$ cat src/hw/rtl/otlw_pkg.sv
package otlw_pkg;

   // Display geometry and text limits.
   localparam int PAGE_COUNT   = 8;
   localparam int COLUMN_COUNT = 128;
   localparam int COLUMN_LIMIT = 122;

   // Request codes.
   typedef enum logic [1:0] {
      OP_INIT  = 2'd0,
      OP_CLEAR = 2'd1,
      OP_LINE  = 2'd2,
      OP_CHAR  = 2'd3
   } opcode_type;

   // Jobs handed from the front end to the byte sequencer.
   typedef enum logic [1:0] {
      JOB_INIT,
      JOB_CLEAR,
      JOB_LINE,
      JOB_CHAR
   } job_kind_type;

   localparam int SETUP_LEN    = 25;
   localparam int GLYPH_COUNT  = 42;
   localparam int GLYPH_COLS   = 5;
   localparam int CHAR_STEPS   = GLYPH_COLS + 1;
   localparam int PAGE_STEPS   = 4;
   localparam int CLEAR_STEPS  = PAGE_COUNT * PAGE_STEPS;
   localparam int LINE_STEPS   = 7;
   localparam int GLYPH_W      = $clog2(GLYPH_COUNT);
   localparam int GCOL_W       = $clog2(GLYPH_COLS);
   localparam int STEP_W       = $clog2((CLEAR_STEPS > SETUP_LEN) ? CLEAR_STEPS : SETUP_LEN);
   localparam int QUEUE_DEPTH  = 4;
   localparam int QPTR_W       = $clog2(QUEUE_DEPTH);

   localparam logic [7:0] PAGE_CMD    = 8'hB0;
   localparam logic [7:0] COL_LO_CMD  = 8'h00;
   localparam logic [7:0] COL_HI_CMD  = 8'h10;
   localparam logic [7:0] BLANK_BYTE  = 8'h00;
   localparam logic [7:0] CHAR_ADVANCE = 8'd6;

   // Glyph indexes of the digit and letter bases, the punctuation entries, the space and the fallback.
   localparam logic [GLYPH_W-1:0] GLYPH_DIGIT0   = GLYPH_W'(0);
   localparam logic [GLYPH_W-1:0] GLYPH_LETTERA  = GLYPH_W'(10);
   localparam logic [GLYPH_W-1:0] GLYPH_COLON    = GLYPH_W'(36);
   localparam logic [GLYPH_W-1:0] GLYPH_PERIOD   = GLYPH_W'(37);
   localparam logic [GLYPH_W-1:0] GLYPH_DASH     = GLYPH_W'(38);
   localparam logic [GLYPH_W-1:0] GLYPH_SLASH    = GLYPH_W'(39);
   localparam logic [GLYPH_W-1:0] GLYPH_SPACE    = GLYPH_W'(40);
   localparam logic [GLYPH_W-1:0] GLYPH_FALLBACK = GLYPH_W'(41);

   typedef struct packed {
      job_kind_type       kind;
      logic [2:0]         row;
      logic [GLYPH_W-1:0] glyph;
   } job_type;

   // One run of equal bytes on its way to the merger.
   typedef struct packed {
      logic       is_data;
      logic [7:0] byte_value;
      logic [7:0] count;
      logic       last;
   } elem_type;

   localparam logic [7:0] SETUP_SEQ [SETUP_LEN] = '{
      8'hAE, 8'hD5, 8'h80, 8'hA8, 8'h3F, 8'hD3, 8'h00, 8'h40, 8'h8D, 8'h14, 8'h20, 8'h02,
      8'hA1, 8'hC8, 8'hDA, 8'h12, 8'h81, 8'hCF, 8'hD9, 8'hF1, 8'hDB, 8'h40, 8'hA4, 8'hA6,
      8'hAF};

   localparam logic [7:0] GLYPH_ROM [GLYPH_COUNT][GLYPH_COLS] = '{
      '{8'h3E, 8'h51, 8'h49, 8'h45, 8'h3E}, '{8'h00, 8'h42, 8'h7F, 8'h40, 8'h00},
      '{8'h42, 8'h61, 8'h51, 8'h49, 8'h46}, '{8'h21, 8'h41, 8'h45, 8'h4B, 8'h31},
      '{8'h18, 8'h14, 8'h12, 8'h7F, 8'h10}, '{8'h27, 8'h45, 8'h45, 8'h45, 8'h39},
      '{8'h3C, 8'h4A, 8'h49, 8'h49, 8'h30}, '{8'h01, 8'h71, 8'h09, 8'h05, 8'h03},
      '{8'h36, 8'h49, 8'h49, 8'h49, 8'h36}, '{8'h06, 8'h49, 8'h49, 8'h29, 8'h1E},
      '{8'h7E, 8'h11, 8'h11, 8'h11, 8'h7E}, '{8'h7F, 8'h49, 8'h49, 8'h49, 8'h36},
      '{8'h3E, 8'h41, 8'h41, 8'h41, 8'h22}, '{8'h7F, 8'h41, 8'h41, 8'h22, 8'h1C},
      '{8'h7F, 8'h49, 8'h49, 8'h49, 8'h41}, '{8'h7F, 8'h09, 8'h09, 8'h09, 8'h01},
      '{8'h3E, 8'h41, 8'h49, 8'h49, 8'h7A}, '{8'h7F, 8'h08, 8'h08, 8'h08, 8'h7F},
      '{8'h00, 8'h41, 8'h7F, 8'h41, 8'h00}, '{8'h20, 8'h40, 8'h41, 8'h3F, 8'h01},
      '{8'h7F, 8'h08, 8'h14, 8'h22, 8'h41}, '{8'h7F, 8'h40, 8'h40, 8'h40, 8'h40},
      '{8'h7F, 8'h02, 8'h0C, 8'h02, 8'h7F}, '{8'h7F, 8'h04, 8'h08, 8'h10, 8'h7F},
      '{8'h3E, 8'h41, 8'h41, 8'h41, 8'h3E}, '{8'h7F, 8'h09, 8'h09, 8'h09, 8'h06},
      '{8'h3E, 8'h41, 8'h51, 8'h21, 8'h5E}, '{8'h7F, 8'h09, 8'h19, 8'h29, 8'h46},
      '{8'h46, 8'h49, 8'h49, 8'h49, 8'h31}, '{8'h01, 8'h01, 8'h7F, 8'h01, 8'h01},
      '{8'h3F, 8'h40, 8'h40, 8'h40, 8'h3F}, '{8'h1F, 8'h20, 8'h40, 8'h20, 8'h1F},
      '{8'h3F, 8'h40, 8'h38, 8'h40, 8'h3F}, '{8'h63, 8'h14, 8'h08, 8'h14, 8'h63},
      '{8'h07, 8'h08, 8'h70, 8'h08, 8'h07}, '{8'h61, 8'h51, 8'h49, 8'h45, 8'h43},
      '{8'h00, 8'h36, 8'h36, 8'h00, 8'h00}, '{8'h00, 8'h60, 8'h60, 8'h00, 8'h00},
      '{8'h08, 8'h08, 8'h08, 8'h08, 8'h08}, '{8'h20, 8'h10, 8'h08, 8'h04, 8'h02},
      '{8'h00, 8'h00, 8'h00, 8'h00, 8'h00}, '{8'h02, 8'h01, 8'h51, 8'h09, 8'h06}};

   // Maps a character code to its glyph; lowercase shares the uppercase glyph.
   function automatic logic [GLYPH_W-1:0] glyph_index(input logic [7:0] code);
      logic [7:0]         folded;
      logic [GLYPH_W-1:0] idx;
      folded = (code >= 8'h61 && code <= 8'h7A) ? code - 8'd32 : code;
      priority if (folded >= 8'h30 && folded <= 8'h39) begin
         idx = GLYPH_DIGIT0 + GLYPH_W'(folded - 8'h30);
      end else if (folded >= 8'h41 && folded <= 8'h5A) begin
         idx = GLYPH_LETTERA + GLYPH_W'(folded - 8'h41);
      end else if (folded == 8'h3A) begin
         idx = GLYPH_COLON;
      end else if (folded == 8'h2E) begin
         idx = GLYPH_PERIOD;
      end else if (folded == 8'h2D) begin
         idx = GLYPH_DASH;
      end else if (folded == 8'h2F) begin
         idx = GLYPH_SLASH;
      end else if (folded == 8'h20) begin
         idx = GLYPH_SPACE;
      end else begin
         idx = GLYPH_FALLBACK;
      end
      return idx;
   endfunction

endpackage

$ cat src/hw/rtl/oled_text_line_writer_top.sv
// Text line writer for a page-addressed monochrome display controller.
// The request channel takes an opcode (init, clear, begin line, character), a row
// and a character code. The response channel returns controller bytes, each with a
// command/data flag, a repeat count for runs of equal bytes, and a flag on the
// final response of its request. Requests that produce nothing send no response.
// The front end decides what a request does and updates the column and the open
// line at once, so requests are accepted while earlier ones are still being sent;
// a four-entry job queue separates it from the byte sequencer.
// The sequencer produces one byte run per cycle while the merge stage takes runs:
// a character is 6 runs, a begin line 7, a clear 32 and an init 25. When the block
// is idle, the first response of a request goes through the queue, the sequencer's
// job register, the merge accumulator and the output register, and waits longer
// when its first bytes repeat and merge into one run. Response stalls back up
// through the merge stage into the sequencer and then the queue; the request side
// stalls only while the queue is full. Synchronous reset empties the queue and the
// output register, sets the column to zero and closes the line.
module oled_text_line_writer_top (
   input  logic       clock,
   input  logic       reset,
   input  logic       req_valid,
   output logic       req_stall,
   input  logic [1:0] req_opcode,
   input  logic [3:0] req_row,
   input  logic [7:0] req_char_code,
   output logic       rsp_valid,
   input  logic       rsp_stall,
   output logic       rsp_is_data,
   output logic [7:0] rsp_byte_value,
   output logic [7:0] rsp_repeat_count,
   output logic       rsp_last
);

   logic                queue_full;
   logic                queue_not_empty;
   logic                push;
   logic                pop;
   otlw_pkg::job_type   push_job;
   otlw_pkg::job_type   queue_head;
   logic                elem_valid;
   logic                elem_take;
   otlw_pkg::elem_type  elem;

   otlw_front u_front (
      .clock         (clock),
      .reset         (reset),
      .req_valid     (req_valid),
      .req_stall     (req_stall),
      .req_opcode    (req_opcode),
      .req_row       (req_row),
      .req_char_code (req_char_code),
      .queue_full    (queue_full),
      .push          (push),
      .push_job      (push_job)
   );

   otlw_queue u_queue (
      .clock     (clock),
      .reset     (reset),
      .push      (push),
      .push_job  (push_job),
      .pop       (pop),
      .full      (queue_full),
      .not_empty (queue_not_empty),
      .head      (queue_head)
   );

   otlw_back u_back (
      .clock           (clock),
      .reset           (reset),
      .queue_not_empty (queue_not_empty),
      .queue_head      (queue_head),
      .pop             (pop),
      .elem_valid      (elem_valid),
      .elem            (elem),
      .elem_take       (elem_take)
   );

   otlw_merge u_merge (
      .clock            (clock),
      .reset            (reset),
      .elem_valid       (elem_valid),
      .elem             (elem),
      .elem_take        (elem_take),
      .rsp_valid        (rsp_valid),
      .rsp_stall        (rsp_stall),
      .rsp_is_data      (rsp_is_data),
      .rsp_byte_value   (rsp_byte_value),
      .rsp_repeat_count (rsp_repeat_count),
      .rsp_last         (rsp_last)
   );

endmodule

$ cat src/hw/rtl/otlw_front.sv
module otlw_front (
   input  logic                 clock,
   input  logic                 reset,
   input  logic                 req_valid,
   output logic                 req_stall,
   input  logic [1:0]           req_opcode,
   input  logic [3:0]           req_row,
   input  logic [7:0]           req_char_code,
   input  logic                 queue_full,
   output logic                 push,
   output otlw_pkg::job_type    push_job
);

   logic [7:0] column_pos_ff, column_pos_in;
   logic       line_active_ff, line_active_in;
   logic       accept;
   logic       has_job;
   logic [8:0] column_sum;

   assign req_stall = queue_full;
   assign accept    = req_valid && !queue_full;
   assign push      = accept && has_job;
   assign column_sum = {1'b0, column_pos_ff} + {1'b0, otlw_pkg::CHAR_ADVANCE};

   always_comb begin
      has_job        = 1'b0;
      column_pos_in  = column_pos_ff;
      line_active_in = line_active_ff;
      push_job.kind  = otlw_pkg::JOB_CHAR;
      push_job.row   = req_row[2:0];
      push_job.glyph = otlw_pkg::glyph_index(req_char_code);
      if (accept) begin
         unique case (otlw_pkg::opcode_type'(req_opcode))
            otlw_pkg::OP_INIT: begin
               has_job        = 1'b1;
               push_job.kind  = otlw_pkg::JOB_INIT;
               line_active_in = 1'b0;
            end
            otlw_pkg::OP_CLEAR: begin
               has_job        = 1'b1;
               push_job.kind  = otlw_pkg::JOB_CLEAR;
               line_active_in = 1'b0;
            end
            otlw_pkg::OP_LINE: begin
               if ({1'b0, req_row} < 5'(otlw_pkg::PAGE_COUNT)) begin
                  has_job        = 1'b1;
                  push_job.kind  = otlw_pkg::JOB_LINE;
                  column_pos_in  = '0;
                  line_active_in = 1'b1;
               end else begin
                  line_active_in = 1'b0;
               end
            end
            otlw_pkg::OP_CHAR: begin
               if (line_active_ff) begin
                  if (req_char_code == 8'd0) begin
                     line_active_in = 1'b0;
                  end else if (column_pos_ff <= 8'(otlw_pkg::COLUMN_LIMIT)) begin
                     has_job       = 1'b1;
                     push_job.kind = otlw_pkg::JOB_CHAR;
                     column_pos_in = column_sum[8] ? 8'hFF : column_sum[7:0];
                  end
               end
            end
            default: begin
               has_job = 1'b0;
            end
         endcase
      end
   end

   always_ff @(posedge clock) begin
      if (reset) begin
         column_pos_ff  <= '0;
         line_active_ff <= 1'b0;
      end else begin
         column_pos_ff  <= column_pos_in;
         line_active_ff <= line_active_in;
      end
   end

endmodule

$ cat src/hw/rtl/otlw_queue.sv
module otlw_queue (
   input  logic                 clock,
   input  logic                 reset,
   input  logic                 push,
   input  otlw_pkg::job_type    push_job,
   input  logic                 pop,
   output logic                 full,
   output logic                 not_empty,
   output otlw_pkg::job_type    head
);

   otlw_pkg::job_type                  entries_ff [otlw_pkg::QUEUE_DEPTH];
   logic [otlw_pkg::QPTR_W-1:0]        wr_ptr_ff, wr_ptr_in;
   logic [otlw_pkg::QPTR_W-1:0]        rd_ptr_ff, rd_ptr_in;
   logic [otlw_pkg::QPTR_W:0]          count_ff, count_in;

   assign full      = (count_ff == (otlw_pkg::QPTR_W + 1)'(otlw_pkg::QUEUE_DEPTH));
   assign not_empty = (count_ff != '0);
   assign head      = entries_ff[rd_ptr_ff];

   always_comb begin
      wr_ptr_in = push ? wr_ptr_ff + otlw_pkg::QPTR_W'(1) : wr_ptr_ff;
      rd_ptr_in = pop ? rd_ptr_ff + otlw_pkg::QPTR_W'(1) : rd_ptr_ff;
      count_in  = count_ff;
      if (push && !pop) begin
         count_in = count_ff + (otlw_pkg::QPTR_W + 1)'(1);
      end else if (pop && !push) begin
         count_in = count_ff - (otlw_pkg::QPTR_W + 1)'(1);
      end
   end

   always_ff @(posedge clock) begin
      if (push) begin
         entries_ff[wr_ptr_ff] <= push_job;
      end
   end

   always_ff @(posedge clock) begin
      if (reset) begin
         wr_ptr_ff <= '0;
         rd_ptr_ff <= '0;
         count_ff  <= '0;
      end else begin
         wr_ptr_ff <= wr_ptr_in;
         rd_ptr_ff <= rd_ptr_in;
         count_ff  <= count_in;
      end
   end

endmodule

$ cat src/hw/rtl/otlw_back.sv
module otlw_back (
   input  logic                 clock,
   input  logic                 reset,
   input  logic                 queue_not_empty,
   input  otlw_pkg::job_type    queue_head,
   output logic                 pop,
   output logic                 elem_valid,
   output otlw_pkg::elem_type   elem,
   input  logic                 elem_take
);

   otlw_pkg::job_type             cur_ff, cur_in;
   logic                          busy_ff, busy_in;
   logic [otlw_pkg::STEP_W-1:0]   step_ff, step_in;
   logic [otlw_pkg::STEP_W-1:0]   last_step;
   logic                          at_last;
   logic                          done;
   logic [2:0]                    clear_page;

   assign elem_valid = busy_ff;
   assign at_last    = (step_ff == last_step);
   assign done       = elem_take && at_last;
   assign pop        = queue_not_empty && (!busy_ff || done);
   assign clear_page = 3'(step_ff >> 2);

   always_comb begin
      unique case (cur_ff.kind)
         otlw_pkg::JOB_INIT:  last_step = otlw_pkg::STEP_W'(otlw_pkg::SETUP_LEN - 1);
         otlw_pkg::JOB_CLEAR: last_step = otlw_pkg::STEP_W'(otlw_pkg::CLEAR_STEPS - 1);
         otlw_pkg::JOB_LINE:  last_step = otlw_pkg::STEP_W'(otlw_pkg::LINE_STEPS - 1);
         otlw_pkg::JOB_CHAR:  last_step = otlw_pkg::STEP_W'(otlw_pkg::CHAR_STEPS - 1);
         default:             last_step = '0;
      endcase
   end

   // Byte of the current step; the blank run of a page travels as one element.
   always_comb begin
      elem.is_data    = 1'b0;
      elem.byte_value = otlw_pkg::BLANK_BYTE;
      elem.count      = 8'd1;
      elem.last       = at_last;
      unique case (cur_ff.kind)
         otlw_pkg::JOB_INIT: begin
            elem.byte_value = otlw_pkg::SETUP_SEQ[step_ff];
         end
         otlw_pkg::JOB_CLEAR: begin
            unique case (step_ff[1:0])
               2'd0: elem.byte_value = otlw_pkg::PAGE_CMD | {5'd0, clear_page};
               2'd1: elem.byte_value = otlw_pkg::COL_LO_CMD;
               2'd2: elem.byte_value = otlw_pkg::COL_HI_CMD;
               default: begin
                  elem.is_data = 1'b1;
                  elem.count   = 8'(otlw_pkg::COLUMN_COUNT);
               end
            endcase
         end
         otlw_pkg::JOB_LINE: begin
            unique case (step_ff[2:0])
               3'd0, 3'd4: elem.byte_value = otlw_pkg::PAGE_CMD | {5'd0, cur_ff.row};
               3'd1, 3'd5: elem.byte_value = otlw_pkg::COL_LO_CMD;
               3'd2, 3'd6: elem.byte_value = otlw_pkg::COL_HI_CMD;
               3'd3: begin
                  elem.is_data = 1'b1;
                  elem.count   = 8'(otlw_pkg::COLUMN_COUNT);
               end
               default: elem.byte_value = otlw_pkg::COL_LO_CMD;
            endcase
         end
         otlw_pkg::JOB_CHAR: begin
            elem.is_data = 1'b1;
            if (step_ff < otlw_pkg::STEP_W'(otlw_pkg::GLYPH_COLS)) begin
               elem.byte_value =
                  otlw_pkg::GLYPH_ROM[cur_ff.glyph][step_ff[otlw_pkg::GCOL_W-1:0]];
            end
         end
         default: begin
            elem.is_data = 1'b0;
         end
      endcase
   end

   always_comb begin
      cur_in  = cur_ff;
      busy_in = busy_ff;
      step_in = step_ff;
      if (pop) begin
         cur_in  = queue_head;
         busy_in = 1'b1;
         step_in = '0;
      end else if (done) begin
         busy_in = 1'b0;
      end else if (elem_take) begin
         step_in = step_ff + otlw_pkg::STEP_W'(1);
      end
   end

   always_ff @(posedge clock) begin
      cur_ff <= cur_in;
      if (reset) begin
         busy_ff <= 1'b0;
         step_ff <= '0;
      end else begin
         busy_ff <= busy_in;
         step_ff <= step_in;
      end
   end

endmodule

$ cat src/hw/rtl/otlw_merge.sv
module otlw_merge (
   input  logic                 clock,
   input  logic                 reset,
   input  logic                 elem_valid,
   input  otlw_pkg::elem_type   elem,
   output logic                 elem_take,
   output logic                 rsp_valid,
   input  logic                 rsp_stall,
   output logic                 rsp_is_data,
   output logic [7:0]           rsp_byte_value,
   output logic [7:0]           rsp_repeat_count,
   output logic                 rsp_last
);

   otlw_pkg::elem_type acc_ff, acc_in;
   logic               acc_valid_ff, acc_valid_in;
   otlw_pkg::elem_type out_ff, out_in;
   logic               out_valid_ff, out_valid_in;
   logic [8:0]         count_sum;
   logic               same;
   logic               out_free;
   logic               flush;

   assign count_sum = {1'b0, acc_ff.count} + {1'b0, elem.count};
   assign out_free  = !out_valid_ff || !rsp_stall;

   // An element extends the pending run when it repeats the same byte of the same
   // request and the count still fits.
   assign same = acc_valid_ff && !acc_ff.last && elem_valid &&
                 (acc_ff.is_data == elem.is_data) &&
                 (acc_ff.byte_value == elem.byte_value) && !count_sum[8];

   assign flush     = acc_valid_ff && (acc_ff.last || (elem_valid && !same)) && out_free;
   assign elem_take = elem_valid && (!acc_valid_ff || same || flush);

   always_comb begin
      acc_in       = acc_ff;
      acc_valid_in = acc_valid_ff;
      out_in       = out_ff;
      out_valid_in = out_valid_ff;
      if (flush) begin
         out_in       = acc_ff;
         out_valid_in = 1'b1;
      end else if (!rsp_stall) begin
         out_valid_in = 1'b0;
      end
      if (elem_take) begin
         if (same) begin
            acc_in.count = count_sum[7:0];
            acc_in.last  = elem.last;
         end else begin
            acc_in       = elem;
            acc_valid_in = 1'b1;
         end
      end else if (flush) begin
         acc_valid_in = 1'b0;
      end
   end

   always_ff @(posedge clock) begin
      acc_ff <= acc_in;
      out_ff <= out_in;
      if (reset) begin
         acc_valid_ff <= 1'b0;
         out_valid_ff <= 1'b0;
      end else begin
         acc_valid_ff <= acc_valid_in;
         out_valid_ff <= out_valid_in;
      end
   end

   assign rsp_valid        = out_valid_ff;
   assign rsp_is_data      = out_ff.is_data;
   assign rsp_byte_value   = out_ff.byte_value;
   assign rsp_repeat_count = out_ff.count;
   assign rsp_last         = out_ff.last;

endmodule

$ cat config.mk
export PLATFORM = sky130hd
export DESIGN_NAME = oled_text_line_writer_top
export DESIGN_NICKNAME = d
export VERILOG_FILES = /design/src/hw/rtl/otlw_pkg.sv /design/src/hw/rtl/oled_text_line_writer_top.sv /design/src/hw/rtl/otlw_front.sv /design/src/hw/rtl/otlw_queue.sv /design/src/hw/rtl/otlw_back.sv /design/src/hw/rtl/otlw_merge.sv
export SDC_FILE = /design/constraint.sdc
export NUM_CORES = 1
export LEC_CHECK = 0
export ABC_AREA = 1
export BUFFER_PORTS_ARGS = -buffer_cell sky130_fd_sc_hd__buf_2
export CAP_MARGIN = 20
export CORE_MARGIN = 10
export CORE_UTILIZATION = 55
export DETAILED_ROUTE_END_ITERATION = 10
export PLACE_DENSITY = 0.73
export SYNTH_ARGS = -nofsm -noshare
export SYNTH_HDL_FRONTEND = slang
export SYNTH_SLANG_ARGS = --single-unit
$ cat constraint.sdc
create_clock -name clock -period 10.95 [get_ports clock]
set_input_delay 0.5475 -clock clock [delete_from_list [all_inputs] [get_ports clock]]
set_output_delay 0.5475 -clock clock [all_outputs]
set_load 0.1 [all_outputs]
==> flow_metrics.env, run 1 <==
export IMPL_synth_distinct_cells=57
export IMPL_initial_core_util_pct=55.8
export IMPL_yosysTopAreaCell="edfxtp_1"
export IMPL_die_h_um=141
export IMPL_cts_buffers=17
export IMPL_clk_path_buf_depth=2
export IMPL_dp_hpwl_um=14300
export IMPL_worst_r2r_cell_count=27
export IMPL_grt_max_degree=34
export IMPL_async_reset_ff_share_pct=0
export IMPL_drc=0
export IMPL_ys_ff_latch=115
export IMPL_relSlewSlack_pct=30.0
export IMPL_hold_start="req_row[2]"
export IMPL_cts_root_buf="clkbuf_16"
export IMPL_maxCapViolCount=0
export IMPL_fmax_mhz=201
export IMPL_synth_edff_count=91
export IMPL_multi_input_area_um2=4110
export IMPL_cts_htree_levels=4
export IMPL_outcome="completed"
export IMPL_start_kind="flop"
export IMPL_grt_use_total_pct=20.2
export IMPL_synth_warnings=0
export IMPL_die_w_um=141
export IMPL_fin_setup_tns_ns=0
export IMPL_drtIter0Drc=924
export IMPL_regArea_um2=3210
export IMPL_io_pins=38
export IMPL_maxSlewViolCount=0
export IMPL_vias=7396
export IMPL_hold_path_end="u_queue.entries_ff[3][8]$_DFFE_PP_"
export IMPL_hp_class="in -> reg"
export IMPL_fin_skew_ns=0.00900
export IMPL_power_density_nw_per_um2=305
export IMPL_holdPathStages=1
export IMPL_antenna_found_initial=0
export IMPL_finalHoldViolCount=0
export IMPL_coreArea_um2=14400
export IMPL_synth_area_leaders="edfxtp_1 (34%), nand2_1 (14%), ha_1 (7.2%)"
export IMPL_syn_area_um2=8050
export IMPL_routed_wl_um=20500
export IMPL_synth_top_area_share_pct=33.9
export IMPL_p_total_mw=2.71
export IMPL_placed_cells=1254
export IMPL_grt_pass1_vias=6793
export IMPL_vdd_drop_max_mv=0.184
export IMPL_p_leak_nw=3.96
export IMPL_clkLatencyLatePin_ns=0.42
export IMPL_crit_fanout=26
export IMPL_postCtsHoldBufs=0
export IMPL_portBuffers=37
export IMPL_crit_required_ns=11.30
export IMPL_synth_top_flop_cell="edfxtp_1"
export IMPL_fin_cells=1287
export IMPL_rsz0062_at_grt="no"
export IMPL_tritoncts="yes"
export IMPL_antenna_cells=0
export IMPL_firstDrtPassIters=5
export IMPL_drive_gt1_share_pct=10.2
export IMPL_syn_inst=1065
export IMPL_vias_per_cell=5.75
export IMPL_arrival_ns=5.33
export IMPL_area_delta_synth_final_pct=10.4
export IMPL_ant_nets=0
export IMPL_cts_sinks=115
export IMPL_grt_pass1_wl_um=33100
export IMPL_synth_fp_nets=1130
export IMPL_avgSynthCellArea_um2=7.56
export IMPL_wl_per_cell_um=15.9
export IMPL_fillers=1259
export IMPL_cts_setup_buffers=0
export IMPL_ctsResizeCount=0
export IMPL_final_net_count=1155
export IMPL_final_period_utilization_pct=45.4
export IMPL_clk_pin_slew_ns=0.06
export IMPL_seq_area_frac_synth_pct=39.9
export IMPL_reg2reg_slack_ns=5.97
export IMPL_placementRows=44
export IMPL_fp_dieArea_um2=19900
export IMPL_critPathKind="reg -> reg"
export IMPL_end_kind="flop"
export IMPL_r2r_start="u_back.step_ff[2]$_SDFFE_PP0P_"
export IMPL_period_needed_ns=4.98
export IMPL_finalWeightedCongestion=1.02
export IMPL_tightest_slew_ns=1.05
export IMPL_reg2reg_to="u_queue.count_ff[2]$_SDFFE_PP0P_"
export IMPL_setup_viol=0
export IMPL_overflow=0
==> critical path, stage by stage (launching register included) <==
cell and delay [ns]:
dfxtp_1 0.90, inv_1 0.33, ha_1 0.31, o221ai_1 0.24
ha_1 0.28, ha_1 0.19, nand2_1 0.05, inv_1 0.07
nand2_1 0.07, nor2_1 0.19, nand4_1 0.12, o211ai_1 0.11
nor2_1 0.07, nand3_1 0.09, nor2_2 0.06, a31oi_1 0.44
nand2_4 0.10, nand2_2 0.07, nand2_2 0.08, nand2_4 0.11
ha_1 0.14, inv_1 0.06, fa_1 0.38, nor2_1 0.11
nor2_1 0.04, nand2_1 0.07, o21ai_0 0.07, a21oi_1 0.12
==> registers in the layout (all words and copies together), names as in the netlist <==
name	flops
u_front.line_active_ff	1
u_back.step_ff	5
u_back.cur_ff	11
u_back.elem_valid	1
u_merge.rsp_repeat_count	8
u_merge.acc_ff	18
u_merge.acc_valid_ff	1
u_merge.rsp_is_data	1
u_queue.wr_ptr_ff	2
u_queue.rd_ptr_ff	2
u_front.column_pos_ff	8
u_merge.rsp_byte_value	8
u_queue.count_ff	3
u_merge.rsp_last	1
u_queue.entries_ff	44
u_merge.rsp_valid	1
==> where the power goes <==
part	switching (mW)	internal (mW)	total (mW)
Sequential	0.103	0.610	0.713
Clock	0.214	0.365	0.579
Combinational	1.02	0.398	1.42
Total	1.34	1.37	2.71
==> area by class of cell <==
class                           count  share of cell area, %
Clock inverter                     15                   2.21
Multi-Input combinational cell    783                   46.2
Sequential cell                   115                   36.1
Inverter                          132                   5.63
Timing Repair Buffer               41                   2.42
Clock buffer                       17                   4.79
Tap cell                          184                   2.59
==> stage by stage <==
stage	setup WS, ns	util (%)	hold WS [ns]	cell area (µm²)
6_report	5.97	61.6	0.343	8890
5_1_grt	5.57	61.6	0.349	8890
2_1_floorplan	7.11	-	0.417	8050
4_1_cts	6.04	61.6	0.333	8880
3_3_place_gp	6.09	57.3	0.441	8260
3_5_place_dp	6.13	57.3	0.444	8260
==> cell usage in the layout (no fill, tap or decap), types with 4 or more instances in the layout <==
cell	n
nor2_2	9
ha_1	46
nor3_1	5
edfxtp_1	91
nand4_1	12
buf_4	4
dfxtp_1	24
nor2_1	100
a22oi_1	4
a31oi_1	5
o22ai_1	13
nand2_1	298
o21ai_1	8
buf_2	37
inv_1	124
inv_6	4
a21oi_2	5
o21ai_0	66
nand3_1	85
inv_2	5
clkbuf_16	17
nand2_2	7
a211oi_1	5
o211ai_1	7
xor2_1	11
a21oi_1	54
==> routing by layer <==
| layer | global-route usage (%) | share of wire, % |
|---|---|---|
| met1 | 26.2 | 43 |
| met2 | 31.5 | 45 |
| met3 | 4.64 | 8.3 |
| met4 | 8.75 | 3.4 |
| met5 | 0 | 0 |
==> synth_stat cells (all sizes together) (4+ instances only) <==
cell,instances
nand3,89
a211oi,5
a22oi,4
a31oi,5
dfxtp,24
a21oi,59
edfxtp,91
o22ai,13
xor2,11
inv,131
clkbuf,9
nand4,12
o21ai,76
nor2,110
o211ai,7
nand2,308
buf,26
nor3,5
ha,46
==> cells by family (layout without fill, tap and decap cells) <==
group / Yosys count / in the layout / synth area share [%]
AOI/OAI and AO/OA: 187 / 187 / 13.6
muxes: 1 / 1 / 0.140
buffers and inverters: 167 / 205 / 9.05
and+or+nand+nor: 535 / 535 / 28.5
DFF: 115 / 115 / 39.9
adders and majority gates: 47 / 47 / 7.40
xor gates and xnor gates: 13 / 13 / 1.41
==> worst max-delay path by stage <==
stage                                               from  depth (start not counted)  slack, ns                                to
after detailed placement  u_back.step_ff[2]$_SDFFE_PP0P_                         27       6.13  u_queue.count_ff[2]$_SDFFE_PP0P_
after global placement    u_back.step_ff[2]$_SDFFE_PP0P_                         27       6.09  u_queue.count_ff[2]$_SDFFE_PP0P_
after floorplan               u_back.cur_ff[1]$_DFFE_PP_                         30       7.11  u_queue.count_ff[2]$_SDFFE_PP0P_
after CTS                 u_back.step_ff[2]$_SDFFE_PP0P_                         27       6.04  u_queue.count_ff[2]$_SDFFE_PP0P_
final                     u_back.step_ff[2]$_SDFFE_PP0P_                         27       5.97  u_queue.count_ff[2]$_SDFFE_PP0P_
after global routing      u_back.step_ff[2]$_SDFFE_PP0P_                         27       5.57  u_queue.count_ff[2]$_SDFFE_PP0P_
No activity file was read; power rests on OpenSTA's default activity.
==> run 2: changes to the inputs <==
- clock period: 10.95 -> 5.12 ns (I/O delays scaled with it)
==> run 2 against run 1 <==
Routed wire length is 0.71% higher. Critical path type unchanged. Highest routed layer unchanged. Global-route usage up 0.95 points. Sequential share of layout area is 0.061 points lower.
==> flow_metrics.env, run 2 (synthesis gave the netlist of run 1 again) <==
export IMPL_outcome="completed"
export IMPL_cts_setup_buffers=0
export IMPL_io_pins=38
export IMPL_end_kind="flop"
export IMPL_vias_per_cell=5.74
export IMPL_dp_hpwl_um=14900
export IMPL_final_net_count=1164
export IMPL_die_w_um=141
export IMPL_fin_setup_tns_ns=0
export IMPL_p_leak_nw=3.98
export IMPL_rsz0062_at_grt="no"
export IMPL_tritoncts="yes"
export IMPL_vias=7441
export IMPL_crit_fanout=9
export IMPL_fin_skew_ns=0.0116
export IMPL_fmax_mhz=225
export IMPL_placementRows=44
export IMPL_finalWeightedCongestion=1.03
export IMPL_overflow=0
export IMPL_relSlewSlack_pct=31.2
export IMPL_cp_slowest_cell="a31oi_1"
export IMPL_setup_worst_path_start="u_back.step_ff[1]$_SDFFE_PP0P_"
export IMPL_placed_cells=1263
export IMPL_layout_common_cells="nand2_1 (298), inv_1 (124), nor2_1 (100)"
export IMPL_r2r_start="u_back.step_ff[1]$_SDFFE_PP0P_"
export IMPL_period_needed_ns=4.45
export IMPL_clk_path_buf_depth=2
export IMPL_power_density_nw_per_um2=646
export IMPL_area_delta_synth_final_pct=10.6
export IMPL_largest_register_ffs=44
export IMPL_top_regs="u_queue.entries_ff x44, u_merge.acc_ff x18, u_back.cur_ff x11"
export IMPL_layout_commonest_cell="nand2_1"
export IMPL_cts_sinks=115
export IMPL_drive_gt1_share_pct=11.0
export IMPL_clk_pin_slew_ns=0.06
export IMPL_drtIter0Drc=768
export IMPL_portBuffers=37
export IMPL_slowest_delay_ns=0.44
export IMPL_final_period_utilization_pct=87.0
export IMPL_initial_core_util_pct=55.8
export IMPL_coreArea_um2=14400
export IMPL_critPathKind="reg -> reg"
export IMPL_start_kind="flop"
export IMPL_wl_per_cell_um=15.9
export IMPL_fin_cells=1296
export IMPL_routed_wl_um=20600
export IMPL_postCtsHoldBufs=0
export IMPL_grt_use_total_pct=21.1
export IMPL_grt_pass1_wl_um=35000
export IMPL_cts_htree_levels=4
export IMPL_ctsResizeCount=0
export IMPL_arrival_ns=4.80
export IMPL_tightest_slew_ns=1.03
export IMPL_clkLatencyLatePin_ns=0.42
export IMPL_maxSlewViolCount=0
export IMPL_top_register="u_queue.entries_ff"
export IMPL_die_h_um=141
export IMPL_grt_pass1_vias=7145
export IMPL_hp_class="in -> reg"
export IMPL_crit_top_cell="ha_1"
export IMPL_cts_root_buf="clkbuf_16"
export IMPL_maxCapViolCount=0
export IMPL_antenna_found_initial=0
export IMPL_hold_start="req_row[0]"
export IMPL_firstDrtPassIters=5
export IMPL_crit_required_ns=5.47
export IMPL_fp_dieArea_um2=19900
export IMPL_antenna_cells=0
export IMPL_finalHoldViolCount=0
export IMPL_drc=0
export IMPL_setup_viol=0
export IMPL_vdd_drop_max_mv=0.393
export IMPL_grt_max_degree=29
export IMPL_cts_buffers=17
export IMPL_ant_nets=0
export IMPL_reg2reg_slack_ns=0.67
[run 2: cell count changes in the layout (fill, tap and decap cells not counted)]
cell | previous run | this run
clkinvlp_4 | 1 | 2
buf_4 | 4 | 13
clkinv_4 | 3 | 2
inv_6 | 4 | 7
clkinv_2 | 0 | 1
bufinv_16 | 3 | 1
inv_8 | 3 | 1
[run 2: routing by layer]
metal	track usage, %	up-vias	routed length, µm
li1	-	3628	-
met2	32.8	356	9440
met4	11.0	0	826
met1	26.7	3382	8700
met3	5.07	75	1680
met5	0	-	0
[run 2: final cells by class]
class,count,area [µm²]
clock buffers,17,425
clock inverters,15,144
repair buffers,50,283
multi-input cells,783,4110
well taps,184,230
inverters,132,500
flip-flops and latches,115,3210
fillers,1242,5520
[run 2: power by group]
group / internal (mW) / switching (mW)
clock: 0.678 / 0.452
combinational: 0.890 / 2.24
sequential: 1.30 / 0.189
[run 2: worst max-delay path: cells and delay by family (launching register included)]
kind	cells	cell delay, ns
AND/OR/NAND/NOR	14	1.31
adder cells (fa/ha/maj)	6	1.47
flip-flops	1	0.43
AO/OA/AOI/OAI	5	1.06
buffers and inverters	2	0.13
[run 2: worst paths after layout]
kind / cells after the start / endpoint
setup / recovery: 27 / u_queue.count_ff[2]$_SDFFE_PP0P_
hold / removal: 1 / u_queue.entries_ff[3][6]$_DFFE_PP_
setup reg to reg: 27 / u_queue.count_ff[2]$_SDFFE_PP0P_
hold reg to reg: 2 / u_front.column_pos_ff[0]$_SDFFE_PP0P_
[run 2: metrics by stage]
step / total power [mW] / util, % / worst slack (ns) / hold WS (ns) / area, µm²
floorplan: 3.85 / - / 1.28 / 0.335 / 8050
global placement: 4.54 / 57.7 / 0.859 / 0.439 / 8330
detailed placement: 4.54 / 57.7 / 0.755 / 0.443 / 8330
CTS: 5.69 / 61.7 / 0.692 / 0.0410 / 8900
global route: 6.20 / 61.7 / 0.316 / 0.0519 / 8900
finish: 5.75 / 61.7 / 0.668 / 0.0448 / 8900
